`config.mk`:
```
export PLATFORM = sky130hd
export DESIGN_NAME = overlapping_ones_template_counter
export DESIGN_NICKNAME = d
export VERILOG_FILES = /design/src/rtl/ootc_pkg.sv /design/src/rtl/ootc_front.sv /design/src/rtl/ootc_cell.sv /design/src/rtl/overlapping_ones_template_counter.sv
export SDC_FILE = /design/constraint.sdc
export NUM_CORES = 1
export LEC_CHECK = 0
export ABC_AREA = 0
export BUFFER_PORTS_ARGS = -buffer_cell sky130_fd_sc_hd__buf_2
export CORE_AREA = 2 2 364 366
export CTS_CLUSTER_DIAMETER = 100
export DETAILED_ROUTE_END_ITERATION = 8
export DIE_AREA = 0 0 366 368
export GPL_TIMING_DRIVEN = 0
export SYNTH_ARGS = -nofsm -noshare
export SYNTH_HDL_FRONTEND = slang
export SYNTH_SLANG_ARGS = --single-unit
```
`constraint.sdc`:
```
create_clock -name clk -period 22.2 [get_ports clk]
set_clock_uncertainty 0.1 [all_clocks]
set_input_delay 1.11 -clock clk [delete_from_list [all_inputs] [get_ports clk]]
set_output_delay 1.11 -clock clk [all_outputs]
set_load 0.01 [all_outputs]
```
`src/rtl/ootc_pkg.sv`:
```
// Shared types and constants for the overlapping ones template counter.
// Holds the token that travels down the histogram cell row; no dependencies.
package ootc_pkg;

  localparam int TPL_W       = 5;
  localparam int BLK_W       = 16;
  localparam int MATCH_W     = 16;
  localparam int CLS_W       = 4;
  localparam int CLS_OUT_W   = 3;
  localparam int NUM_OUT_BINS = 6;
  localparam int BIN_OUT_W   = 24;
  localparam int BIN_EXT_W   = 32;

  localparam logic [TPL_W-1:0] TPL_MIN   = 5'd2;
  localparam logic [TPL_W-1:0] TPL_MAX   = 5'd21;
  localparam logic [TPL_W-1:0] TPL_RESET = 5'd9;
  localparam logic [BLK_W-1:0] BLK_RESET = 16'd1032;

  // Configuration register indexes
  localparam logic REG_TEMPLATE = 1'b0;
  localparam logic REG_BLOCK    = 1'b1;

  typedef logic [NUM_OUT_BINS-1:0][BIN_OUT_W-1:0] bins_t;

  // One finished block, or a clear that sweeps the bins as it passes
  typedef struct packed {
    logic               clr;
    logic [CLS_W-1:0]   cls;
    logic [MATCH_W-1:0] hits;
    bins_t              bin_vals;
  } tok_t;

endpackage

```
`src/rtl/ootc_front.sv`:
```
// Front stage: configuration registers, run-of-ones, block position and match counters.
// Emits one token per finished block or clear item; uses ootc_pkg.
module ootc_front
  import ootc_pkg::*;
#(
  parameter int TOP_CLASS = 5
) (
  input  logic              clk,
  input  logic              rst_n,
  input  logic              cfg_we,
  input  logic              cfg_addr,
  input  logic [BLK_W-1:0]  cfg_wdata,
  input  logic              in_valid,
  input  logic              in_kind,
  input  logic              in_bit,
  output logic              in_ready,
  output logic              tok_valid,
  output tok_t              tok,
  input  logic              dn_ready
);

  logic [TPL_W-1:0]   tpl_r, tpl_nxt;
  logic [BLK_W-1:0]   blk_r, blk_nxt;
  logic [TPL_W-1:0]   run_r, run_nxt;
  logic [BLK_W-1:0]   pos_r, pos_nxt;
  logic [MATCH_W-1:0] match_r, match_nxt;
  logic               tok_v_r, tok_v_nxt;
  tok_t               tok_r, tok_nxt;

  logic [TPL_W-1:0]   run_c;
  logic [TPL_W-1:0]   run_b;
  logic [MATCH_W-1:0] match_b;
  logic [BLK_W:0]     pos_inc;
  logic [BLK_W:0]     len;
  logic               blk_end;
  logic               accept;

  assign in_ready  = !tok_v_r || dn_ready;
  assign accept    = in_valid && in_ready;
  assign tok_valid = tok_v_r;
  assign tok       = tok_r;

  always_comb begin
    tpl_nxt = tpl_r;
    blk_nxt = blk_r;
    if (cfg_we) begin
      unique case (cfg_addr)
        REG_TEMPLATE: begin
          if (cfg_wdata[TPL_W-1:0] < TPL_MIN) begin
            tpl_nxt = TPL_MIN;
          end else if (cfg_wdata[TPL_W-1:0] > TPL_MAX) begin
            tpl_nxt = TPL_MAX;
          end else begin
            tpl_nxt = cfg_wdata[TPL_W-1:0];
          end
        end
        REG_BLOCK: blk_nxt = cfg_wdata;
        default: ;
      endcase
    end
  end

  always_comb begin
    // clamp the run to a template that may have shrunk mid-block
    run_c   = (run_r > tpl_r) ? tpl_r : run_r;
    run_b   = '0;
    match_b = match_r;
    if (in_bit) begin
      run_b = (run_c < tpl_r) ? run_c + 1'b1 : run_c;
      if (run_b >= tpl_r && match_r != '1) begin
        match_b = match_r + 1'b1;
      end
    end
    pos_inc = {1'b0, pos_r} + 1'b1;
    len     = (blk_r == '0) ? {1'b1, {BLK_W{1'b0}}} : {1'b0, blk_r};
    blk_end = (pos_inc >= len);

    run_nxt   = run_r;
    pos_nxt   = pos_r;
    match_nxt = match_r;
    tok_v_nxt = tok_v_r;
    tok_nxt   = tok_r;
    if (in_ready) begin
      tok_v_nxt = 1'b0;
    end
    if (accept) begin
      tok_nxt = '0;
      if (in_kind) begin
        run_nxt     = '0;
        pos_nxt     = '0;
        match_nxt   = '0;
        tok_v_nxt   = 1'b1;
        tok_nxt.clr = 1'b1;
      end else if (blk_end) begin
        run_nxt      = '0;
        pos_nxt      = '0;
        match_nxt    = '0;
        tok_v_nxt    = 1'b1;
        tok_nxt.hits = match_b;
        tok_nxt.cls  = (match_b > MATCH_W'(TOP_CLASS)) ? CLS_W'(TOP_CLASS)
                                                       : match_b[CLS_W-1:0];
      end else begin
        run_nxt   = run_b;
        pos_nxt   = pos_inc[BLK_W-1:0];
        match_nxt = match_b;
      end
    end
  end

  always_ff @(posedge clk) begin
    if (!rst_n) begin
      tpl_r   <= TPL_RESET;
      blk_r   <= BLK_RESET;
      run_r   <= '0;
      pos_r   <= '0;
      match_r <= '0;
      tok_v_r <= 1'b0;
    end else begin
      tpl_r   <= tpl_nxt;
      blk_r   <= blk_nxt;
      run_r   <= run_nxt;
      pos_r   <= pos_nxt;
      match_r <= match_nxt;
      tok_v_r <= tok_v_nxt;
      tok_r   <= tok_nxt;
    end
  end

endmodule

```
`src/rtl/ootc_cell.sv`:
```
// One histogram cell: owns bin IDX and one slot of the token row.
// Updates its bin as a token enters and stamps the new count; uses ootc_pkg.
module ootc_cell
  import ootc_pkg::*;
#(
  parameter int IDX       = 0,
  parameter int BIN_WIDTH = 24
) (
  input  logic clk,
  input  logic rst_n,
  input  logic up_valid,
  input  tok_t up_tok,
  output logic up_ready,
  output logic dn_valid,
  output tok_t dn_tok,
  input  logic dn_ready
);

  localparam logic [BIN_WIDTH-1:0] BIN_MAX = '1;

  logic                 v_r;
  tok_t                 tok_r, tok_nxt;
  logic [BIN_WIDTH-1:0] bin_r, bin_nxt;
  logic [BIN_EXT_W-1:0] bin_ext;

  assign up_ready = !v_r || dn_ready;
  assign dn_valid = v_r;
  assign dn_tok   = tok_r;

  always_comb begin
    bin_nxt = bin_r;
    if (up_tok.clr) begin
      bin_nxt = '0;
    end else if (up_tok.cls == CLS_W'(IDX) && bin_r != BIN_MAX) begin
      bin_nxt = bin_r + 1'b1;
    end
  end

  assign bin_ext = BIN_EXT_W'(bin_nxt);

  // stamp the updated count into the record; bins past the output set stay hidden
  if (IDX < NUM_OUT_BINS) begin : g_stamp
    always_comb begin
      tok_nxt               = up_tok;
      tok_nxt.bin_vals[IDX] = bin_ext[BIN_OUT_W-1:0];
    end
  end else begin : g_pass
    assign tok_nxt = up_tok;
  end

  always_ff @(posedge clk) begin
    if (!rst_n) begin
      v_r   <= 1'b0;
      bin_r <= '0;
    end else if (up_ready) begin
      v_r <= up_valid;
      if (up_valid) begin
        bin_r <= bin_nxt;
        tok_r <= tok_nxt;
      end
    end
  end

endmodule

```
`src/rtl/overlapping_ones_template_counter.sv`:
```
// Top level of the overlapping ones template counter.
// Uses ootc_pkg, ootc_front and a row of ootc_cell instances.
//
//  channel | dir | fields (low bit first)
//  --------+-----+-------------------------------------------------------------
//  in_*    | in  | tuser: kind; tdata: bit_value, 7 pad bits
//  out_*   | out | tdata: block_class, block_matches, bin_zero .. bin_many, pad
//  cfg_*   | in  | addr 0: template_length (clamped 2..21), 1: block_length
//
// One input transaction is taken per clock while in_tready is high. A data bit that does not close a
// block stays in the front counters; a closed block or a clear item becomes a
// token that advances one histogram cell per cycle while the cell ahead can
// take it. Each slot holds only while the slot ahead is full, so a stalled
// output stops the input once every slot is occupied. Synchronous active-low
// reset restores defaults.
module overlapping_ones_template_counter
  import ootc_pkg::*;
#(
  parameter int BIN_WIDTH = 24,
  parameter int TOP_CLASS = 5
) (
  input  logic         clk,
  input  logic         rst_n,
  input  logic         cfg_we,
  input  logic         cfg_addr,
  input  logic [15:0]  cfg_wdata,
  input  logic         in_tvalid,
  output logic         in_tready,
  input  logic [7:0]   in_tdata,   // [0] bit_value, [7:1] zero
  input  logic [0:0]   in_tuser,   // [0] kind
  output logic         out_tvalid,
  input  logic         out_tready,
  // [2:0] block_class, [18:3] block_matches, [42:19] bin_zero,
  // [66:43] bin_one, [90:67] bin_two, [114:91] bin_three,
  // [138:115] bin_four, [162:139] bin_many, [167:163] zero
  output logic [167:0] out_tdata
);

  localparam int NUM_BINS = TOP_CLASS + 1;
  localparam int PAD_W    = 168 - (CLS_OUT_W + MATCH_W + NUM_OUT_BINS * BIN_OUT_W);

  // token row: index k feeds cell k, index NUM_BINS feeds the output register
  logic [NUM_BINS:0] row_valid;
  logic [NUM_BINS:0] row_ready;
  tok_t              row_tok [NUM_BINS+1];

  logic         out_valid_r;
  logic [167:0] out_data_r;

  ootc_front #(
    .TOP_CLASS (TOP_CLASS)
  ) u_front (
    .clk       (clk),
    .rst_n     (rst_n),
    .cfg_we    (cfg_we),
    .cfg_addr  (cfg_addr),
    .cfg_wdata (cfg_wdata),
    .in_valid  (in_tvalid),
    .in_kind   (in_tuser[0]),
    .in_bit    (in_tdata[0]),
    .in_ready  (in_tready),
    .tok_valid (row_valid[0]),
    .tok       (row_tok[0]),
    .dn_ready  (row_ready[0])
  );

  for (genvar k = 0; k < NUM_BINS; k++) begin : g_cell
    ootc_cell #(
      .IDX       (k),
      .BIN_WIDTH (BIN_WIDTH)
    ) u_cell (
      .clk      (clk),
      .rst_n    (rst_n),
      .up_valid (row_valid[k]),
      .up_tok   (row_tok[k]),
      .up_ready (row_ready[k]),
      .dn_valid (row_valid[k+1]),
      .dn_tok   (row_tok[k+1]),
      .dn_ready (row_ready[k+1])
    );
  end

  // output register: accept from the last cell whenever it is empty or draining
  assign row_ready[NUM_BINS] = !out_valid_r || out_tready;

  always_ff @(posedge clk) begin
    if (!rst_n) begin
      out_valid_r <= 1'b0;
    end else if (row_ready[NUM_BINS]) begin
      // drop clear tokens here; they have swept every bin on the way
      out_valid_r <= row_valid[NUM_BINS] && !row_tok[NUM_BINS].clr;
      if (row_valid[NUM_BINS]) begin
        out_data_r <= {{PAD_W{1'b0}}, row_tok[NUM_BINS].bin_vals,
                       row_tok[NUM_BINS].hits,
                       row_tok[NUM_BINS].cls[CLS_OUT_W-1:0]};
      end
    end
  end

  assign out_tvalid = out_valid_r;
  assign out_tdata  = out_data_r;

endmodule

```
==> results of run 1 <==
[power breakdown]
group | total, W | internal, W | leakage (nW) | switching [W]
logic | 0.0000562 | 0.0000143 | 4.18 | 0.0000419
registers | 0.00206 | 0.00205 | 9.23 | 0.00000472
clock network | 0.00176 | 0.00103 | 1.68 | 0.000732
total | 0.00387 | 0.00310 | 15.1 | 0.000779
[synth_stat cells (9+ instances only)]
master and instances:
sky130_fd_sc_hd__a21o_1 9, sky130_fd_sc_hd__a21oi_1 192, sky130_fd_sc_hd__a22oi_1 26, sky130_fd_sc_hd__a31oi_1 41
sky130_fd_sc_hd__and2_1 20, sky130_fd_sc_hd__and3_1 45, sky130_fd_sc_hd__and4_1 18, sky130_fd_sc_hd__buf_2 16
sky130_fd_sc_hd__clkbuf_1 105, sky130_fd_sc_hd__dfxtp_1 210, sky130_fd_sc_hd__edfxtp_1 813, sky130_fd_sc_hd__ha_1 40
sky130_fd_sc_hd__inv_1 45, sky130_fd_sc_hd__mux2i_1 9, sky130_fd_sc_hd__nand2_1 211, sky130_fd_sc_hd__nand2b_1 9
sky130_fd_sc_hd__nand3_1 99, sky130_fd_sc_hd__nand3b_1 12, sky130_fd_sc_hd__nand4_1 33, sky130_fd_sc_hd__nor2_1 343
sky130_fd_sc_hd__nor2b_1 11, sky130_fd_sc_hd__nor3_1 45, sky130_fd_sc_hd__nor4_1 22, sky130_fd_sc_hd__o21ai_0 151
sky130_fd_sc_hd__or3_1 67, sky130_fd_sc_hd__xnor2_1 95, sky130_fd_sc_hd__xor2_1 76
[flip-flops by register name (all words and copies together) (netlist names)]
| signal | flops |
|---|---|
| g_cell.u_cell.dn_tok | 629 |
| out_tdata | 163 |
| g_cell.u_cell.bin_r | 144 |
| u_front.tok | 21 |
| u_front.blk_r | 16 |
| u_front.match_r | 16 |
| u_front.pos_r | 16 |
| g_cell.u_cell.dn_valid | 6 |
| u_front.run_r | 5 |
| u_front.tpl_r | 5 |
| out_tvalid | 1 |
| u_front.tok_valid | 1 |
[metal layers]
layer	GRT usage, %	part of all wire, %	vias to the layer above	wire (microns)
li1	-	-	11300	-
met1	15.5	45	11000	36400
met2	19.2	47	533	38200
met3	2.55	5.4	142	4380
met4	3.99	2.4	8	1910
met5	0	0.070	-	57
[metrics by stage]
stage               util (%)  setup WS, ns  total power, W
global route            35.3         15.22         0.00401
detailed placement      32.6         15.96         0.00216
global placement        32.2          7.23         0.00215
finish                  35.3         15.84         0.00387
floorplan                  -         12.69         0.00213
CTS                     35.3         15.92         0.00393
[final timing paths]
check                                 end  slack [ns]
max                      u_front.tok[160]       15.84
min          g_cell[2].u_cell.dn_tok[155]        0.30
max reg2reg              u_front.tok[160]       15.84
min reg2reg  g_cell[2].u_cell.dn_tok[155]        0.30
[logic make-up (layout without fill, tap and decap cells)]
group	Yosys count	in the layout	share of synthesized area (%)
DFF	1023	1023	73.4
and+or+nand+nor	988	988	12.4
AOI/OAI and AO/OA	471	471	6.83
buffers and inverters	181	580	1.89
xor gates and xnor gates	171	171	3.84
adders and majority gates	40	40	1.28
muxes	11	11	0.289
other	1	9	0.00962
[area by class of cell]
| cell class | instances | area share [%] |
|---|---|---|
| flip-flops and latches | 1023 | 62.0 |
| multi-input cells | 1687 | 21.0 |
| clock buffers | 127 | 5.98 |
| well taps | 1755 | 4.76 |
| repair buffers | 208 | 2.99 |
| clock inverters | 64 | 1.58 |
| plain buffers | 135 | 1.23 |
| inverters | 46 | 0.374 |
| diodes | 3 | 0.0163 |
[layout by cell type (no fill, tap or decap), types with 20 or more instances in the layout]
cell type | synthesis | layout
sky130_fd_sc_hd__a22oi_1 | 26 | 26
sky130_fd_sc_hd__clkbuf_16 | 0 | 103
sky130_fd_sc_hd__ha_1 | 40 | 40
sky130_fd_sc_hd__nand4_1 | 33 | 33
sky130_fd_sc_hd__inv_1 | 45 | 45
sky130_fd_sc_hd__a31oi_1 | 41 | 41
sky130_fd_sc_hd__a21oi_1 | 192 | 192
sky130_fd_sc_hd__and2_1 | 20 | 20
sky130_fd_sc_hd__nor3_1 | 45 | 45
sky130_fd_sc_hd__nor4_1 | 22 | 22
sky130_fd_sc_hd__nand2_1 | 211 | 211
sky130_fd_sc_hd__and3_1 | 45 | 44
sky130_fd_sc_hd__edfxtp_1 | 813 | 813
sky130_fd_sc_hd__nor2_1 | 343 | 336
sky130_fd_sc_hd__nand3_1 | 99 | 99
sky130_fd_sc_hd__xnor2_1 | 95 | 95
sky130_fd_sc_hd__buf_2 | 16 | 203
sky130_fd_sc_hd__o21ai_0 | 151 | 151
sky130_fd_sc_hd__clkbuf_1 | 105 | 119
sky130_fd_sc_hd__dfxtp_1 | 210 | 210
sky130_fd_sc_hd__xor2_1 | 76 | 76
sky130_fd_sc_hd__or3_1 | 67 | 67
[worst register-to-register path, delay by kind of cell, from the launching register on]
family | cells | cell delay [ns]
mux | 1 | 0.43
fa+ha+maj | 3 | 0.90
simple gates | 6 | 1.34
buf+inv | 3 | 0.94
flops | 1 | 0.41
xor+xnor | 1 | 0.25
compound gates | 9 | 1.72
==> metrics.csv, run 1 <==
metric;value;unit
count of buffers from port buffering;187;
leakage power of the design;15.1;nW
Synth warnings;0;
number of stages on the worst setup path;23;
aggregate negative setup slack;0;ns
post-placement cell count;4854;
post-DR wirelength/cell;16.0;microns
global-route wire length before repair;125;mm
CTS buffer count;102;
Hold WS;0.295;ns
cells traversed along the worst timing path;inv_1 -> ha_1 -> and3_1 -> and3_1 -> a31oi_1 -> buf_1 -> mux2_2 -> ha_1 -> a21oi_1 -> o21ai_0 -> o22ai_1 -> nand2_1 -> xnor2_1 -> ha_1 -> a21oi_1 -> o21ai_0 -> a31oi_1 -> clkbuf_1 -> nor2_1 -> nor4b_1 -> o21ai_0 -> nor2_1 -> a41oi_1;
Post-Synthesis Mean Instance Area;13.5;sq um
outcome;finished, final reports clean;
number of antenna violations at the first check in global routing;13;
sinks on the clock net;1023;
total length of routed wires;80.9;mm
TritonCTS clock tree;yes;
via/cell ratio;4.55;
largest area contributor in the netlist;sky130_fd_sc_hd__edfxtp_1;
antenna viol nets, final;0;
post-route standard cell area excluding fillers;0.0461;sq mm
Cell Area, Placed;0.0426;sq mm
Max Buffers Root-to-Sink;3;
register area share after synthesis;73.4;%
Initial Utilization;29.8;%
hold path depth;0;
source-to-sink clock delay at the later pin of the worst-skew pair;0.70;ns
Gates resized, CTS repair;0;
startpoint kind of the worst setup timing path;flip-flop;
EDFF count, synth;813;
fraction of layout cells with a size suffix above 1;13.5;%
number of max-cap violations;0;
Worst Setup Path Type;flip-flop to flip-flop;
number of H-tree levels;3;
unrepaired setup endpoints after global routing;no;
worst-path maximum fanout;10;
maximum resistive drop on vdd;0.0651;mV
1st-iter DRT viols;1504;
post-synth cell types;81;
area grow syn2layout;18.3;%
Ports;201;
final worst path period share;28.7;%
remaining routing DRC violations;0;
Highest Clock Rate;157;MHz
worst reg2reg path startpoint;u_front.tpl_r[3];
slowest cell delay on critical path;0.43;ns
non-filler cells in the finished layout;5048;
routability congestion estimate from global placement;0.850;
post-layout minimum cycle time;6.36;ns
crit path max-delay cell type;sky130_fd_sc_hd__mux2_2;
endpoints failing setup;0;
number of max-slew violations in the final report;0;
FF/Latch Area;0.0286;sq mm
height of the chip;368;microns
combined area of all synthesized cells;0.0390;sq mm
startpoint of the worst hold path;g_cell[1].u_cell.dn_tok[155];
net count of the finished layout;3274;
Worst Path Buf+Inv;3;
detailed placement HPWL;55.4;mm
kind of capture point of the worst setup path;flip-flop;
slew at the pin with the worst max-slew slack;1.32;ns
startpoint of the worst setup timing path;u_front.tpl_r[3];
required time of the critical path;22.51;ns
top area cells in the synthesized netlist;sky130_fd_sc_hd__edfxtp_1, sky130_fd_sc_hd__dfxtp_1, sky130_fd_sc_hd__nor2_1;
standard-cell rows;133;
worst slew margin relative to its limit;11.0;%
Root Driver;sky130_fd_sc_hd__clkbuf_16;
aggregate global routing overflow;0;
share of the synthesized area in the top cell type;62.6;%
number of inserted filler cells in the final layout;12800;
cell family contributing the most delay on the critical path;compound AO/OA/AOI/OAI gates;
core region area;0.131;sq mm
fraction of registers with async set or reset after synthesis;0;%
Global Route Usage Sum;11.8;%
drt pass-1 iters;6;
footprint of the multi-input gates;0.00970;sq mm
setup repair bufs after CTS;0;
number of cells on the worst reg-to-reg path;23;
full die area;0.135;sq mm
vias in the first global route;22000;
count of mapped cells out of synthesis;2886;
die width;366;microns
CTS clock-pin slew for the worst setup and hold paths;0.06;ns
#FFs+latches synth;1023;
type of the worst min-delay path;flip-flop to flip-flop;
dominant synthesized flop cell;sky130_fd_sc_hd__edfxtp_1;
hold buffers post-CTS;0;
critical path data arrival time;6.67;ns
Pwr per Cell Area;84.0;mW/mm^2
maximum number of pins on one net before global-route repair;74;
vias after detailed routing;23000;
count of endpoints failing hold in the final timing report;0;
No activity file was read; power rests on OpenSTA's default activity.
==> inputs of run 2 (changes only) <==
--- a/config.mk
+++ b/config.mk
@@ -5,12 +5,12 @@
 export SDC_FILE = /design/constraint.sdc
 export NUM_CORES = 1
 export LEC_CHECK = 0
-export ABC_AREA = 0
+export ABC_AREA = 1
 export BUFFER_PORTS_ARGS = -buffer_cell sky130_fd_sc_hd__buf_2
-export CORE_AREA = 2 2 364 366
+export CORE_AREA = 2 2 367 369
 export CTS_CLUSTER_DIAMETER = 100
 export DETAILED_ROUTE_END_ITERATION = 8
-export DIE_AREA = 0 0 366 368
+export DIE_AREA = 0 0 369 371
 export GPL_TIMING_DRIVEN = 0
 export SYNTH_ARGS = -nofsm -noshare
 export SYNTH_HDL_FRONTEND = slang
==> constraint.sdc (replaced) <==
create_clock -name clk -period 6.4 [get_ports clk]
set_clock_uncertainty 0.1 [all_clocks]
set_input_delay 0.32 -clock clk [delete_from_list [all_inputs] [get_ports clk]]
set_output_delay 0.32 -clock clk [all_outputs]
set_load 0.01 [all_outputs]
==> run 2 against run 1 <==
Via count rose by 6.3%. Combinational power increased to 5.1 times the previous value. Cell count increased by 9.7%. Largest cell class unchanged. Setup slack got worse by 15 ns. Clock power rose to 3.5 times the previous value.
==> metrics.csv, run 2 <==
metric;value;unit
outcome;finished, final reports clean;
CTS buffer count;101;
maximum number of pins on one net before global-route repair;39;
count of buffers from port buffering;188;
most common cell after layout, fill and taps aside;sky130_fd_sc_hd__edfxtp_1;
number of max-slew violations in the final report;0;
endpoint of the worst hold path;u_front.tpl_r[4];
Pwr per Cell Area;288;mW/mm^2
unrepaired setup endpoints after global routing;no;
worst slack after detailed placement;1.27;ns
worst-path maximum fanout;10;
number of flip-flops under the largest register name;629;
fraction of layout cells with a size suffix above 1;12.8;%
endpoints failing setup;0;
critical path data arrival time;5.50;ns
remaining routing DRC violations;0;
number of cells on the worst reg-to-reg path;33;
die width;369;microns
aggregate global routing overflow;0;
number of H-tree levels;3;
sinks on the clock net;1023;
count of endpoints failing hold in the final timing report;0;
Highest Clock Rate;193;MHz
post-layout worst setup margin;1.22;ns
count of mapped cells out of synthesis;3333;
source-to-sink clock delay at the later pin of the worst-skew pair;0.69;ns
Global Route Usage Sum;12.7;%
post-placement cell count;5326;
largest area contributor in the netlist;sky130_fd_sc_hd__edfxtp_1;
height of the chip;371;microns
TritonCTS clock tree;yes;
crit path max-delay cell type;sky130_fd_sc_hd__dfxtp_1;
Worst Setup Path Type;flip-flop to flip-flop;
vias in the first global route;23800;
hold buffers post-CTS;22;
worst reg2reg path startpoint;u_front.tpl_r[2];
Max Buffers Root-to-Sink;3;
Root Driver;sky130_fd_sc_hd__clkbuf_16;
cell mode on critical path;sky130_fd_sc_hd__nand2_1;
required time of the critical path;6.72;ns
most common library cells after synthesis;sky130_fd_sc_hd__edfxtp_1, sky130_fd_sc_hd__nand2_1, sky130_fd_sc_hd__inv_1, sky130_fd_sc_hd__a21oi_1, sky130_fd_sc_hd__dfxtp_1;
area grow syn2layout;19.3;%
leakage power of the design;17.4;nW
Initial Utilization;29.8;%
post-layout minimum cycle time;5.18;ns
CTS clock-pin slew for the worst setup and hold paths;0.06;ns
post-DR wirelength/cell;15.9;microns
commonest cells after routing, fill and taps aside;sky130_fd_sc_hd__edfxtp_1, sky130_fd_sc_hd__nand2_1, sky130_fd_sc_hd__inv_1;
final worst path period share;80.9;%
1st-iter DRT viols;1784;
post-synth cell types;55;
net count of the finished layout;3754;
via/cell ratio;4.41;
EDFF count, synth;813;
flop2flop setup slack;1.22;ns
top area cells in the synthesized netlist;sky130_fd_sc_hd__edfxtp_1, sky130_fd_sc_hd__dfxtp_1, sky130_fd_sc_hd__nand2_1;
slowest cell delay on critical path;0.37;ns
full die area;0.137;sq mm
maximum resistive drop on vdd;0.198;mV
number of antenna violations at the first check in global routing;5;
startpoint kind of the worst setup timing path;flip-flop;
non-filler cells in the finished layout;5539;
standard-cell rows;134;
Synth warnings;0;
core region area;0.133;sq mm
vias after detailed routing;24400;
Post-Synthesis Mean Instance Area;11.9;sq um
number of max-cap violations;0;
setup repair bufs after CTS;0;
hold path depth;4;
Ports;201;
startpoint of the worst hold path;cfg_addr;
type of the worst min-delay path;input pin to flip-flop;
most repeated cell in the gate-level netlist after synthesis;sky130_fd_sc_hd__edfxtp_1;
share of the synthesized area in the top cell type;61.7;%
routability congestion estimate from global placement;0.903;
combined area of all synthesized cells;0.0396;sq mm
#FFs+latches synth;1023;
worst slew margin relative to its limit;12.0;%
total length of routed wires;87.9;mm
fraction of the core area covered by cells at the end of the flow;35.5;%
antenna viol nets, final;0;
Gates resized, CTS repair;0;
fraction of registers with async set or reset after synthesis;0;%
detailed placement HPWL;63.6;mm
dominant synthesized flop cell;sky130_fd_sc_hd__edfxtp_1;
register area share after synthesis;72.4;%
global-route wire length before repair;136;mm
number of inserted filler cells in the final layout;13000;
slew at the pin with the worst max-slew slack;1.31;ns
kind of capture point of the worst setup path;flip-flop;
drt pass-1 iters;6;
Crit Reg-Reg Endpoint;u_front.tok[160];
## run 2: cell types whose count changed after synthesis, moves of 45 or more
cell	delta
sky130_fd_sc_hd__nor2_1	-161
sky130_fd_sc_hd__xnor2_1	-68
sky130_fd_sc_hd__inv_1	+351
sky130_fd_sc_hd__nand3_1	+53
sky130_fd_sc_hd__and3_1	-45
sky130_fd_sc_hd__nand2_1	+461
sky130_fd_sc_hd__or3_1	-65
## run 2: worst max-delay path by stage
stage | startpoint | end | cells past startpoint
finish | u_front.tpl_r[2] | u_front.tok[160] | 33
CTS | u_front.tpl_r[2] | u_front.tok[160] | 31
detailed placement | u_front.tpl_r[2] | u_front.tok[160] | 31
global route | u_front.tpl_r[4] | u_front.tok[160] | 32
global placement | out_tvalid | g_cell[2].u_cell.dn_tok[10] | 7
floorplan | out_tvalid | g_cell[2].u_cell.dn_tok[0] | 7
## run 2: power breakdown
part / total, W / switching, W / internal (W)
registers: 0.00718 / 0.0000367 / 0.00714
clock network: 0.00610 / 0.00257 / 0.00354
logic: 0.000285 / 0.000194 / 0.0000908
total: 0.0136 / 0.00280 / 0.0108
## run 2: kinds of logic (layout without fill, tap and decap cells)
family                   after synthesis  count (layout)  share of synthesized area (%)
flip-flops                          1023            1023                           72.4
buffers and inverters                514             946                           5.09
XOR/XNOR                              78              78                           1.73
AND/OR/NAND/NOR                     1206            1206                           13.2
AO/OA/AOI/OAI                        471             471                           6.31
other                                  1               7                        0.00948
adder cells (fa/ha/maj)               40              40                           1.27
## run 2: through the flow
stage          cell area (sq um)  TNS [ns]  total power, W  hold WS (ns)
2_1_floorplan              39600         0         0.00749         0.300
3_3_place_gp               42700  -1085.96         0.00759         0.301
3_5_place_dp               43500         0         0.00760         0.305
4_1_cts                    47200         0          0.0138        0.0150
5_1_grt                    47200         0          0.0141        0.0842
6_report                   47200         0          0.0136        0.0693
## run 2: final cells by class
cell class,count,area [sq um],share of cell area (%)
diodes,1,2.50,0.00530
plain buffers,100,459,0.973
clock buffers,118,2620,5.56
clock inverters,72,870,1.84
inverters,414,1550,3.29
multi-input cells,1801,8990,19.1
flip-flops and latches,1023,28600,60.7
well taps,1768,2210,4.69
repair buffers,242,1850,3.93
## run 2: routing by layer
| layer | GRT usage (%) | vias to the layer above | part of all wire [%] |
|---|---|---|---|
| met5 | 0 | - | 0.030 |
| met4 | 5.18 | 4 | 3.3 |
| met3 | 2.21 | 147 | 4.7 |
| met2 | 20.4 | 482 | 46 |
| met1 | 17.0 | 11600 | 46 |
| li1 | - | 12200 | - |
## run 2: critical path: cells and delay by family, from the launching register on
kind	cells	cell delay, ns
compound gates	3	0.76
fa+ha+maj	3	0.96
buf+inv	4	0.48
flops	1	0.37
simple gates	23	2.24
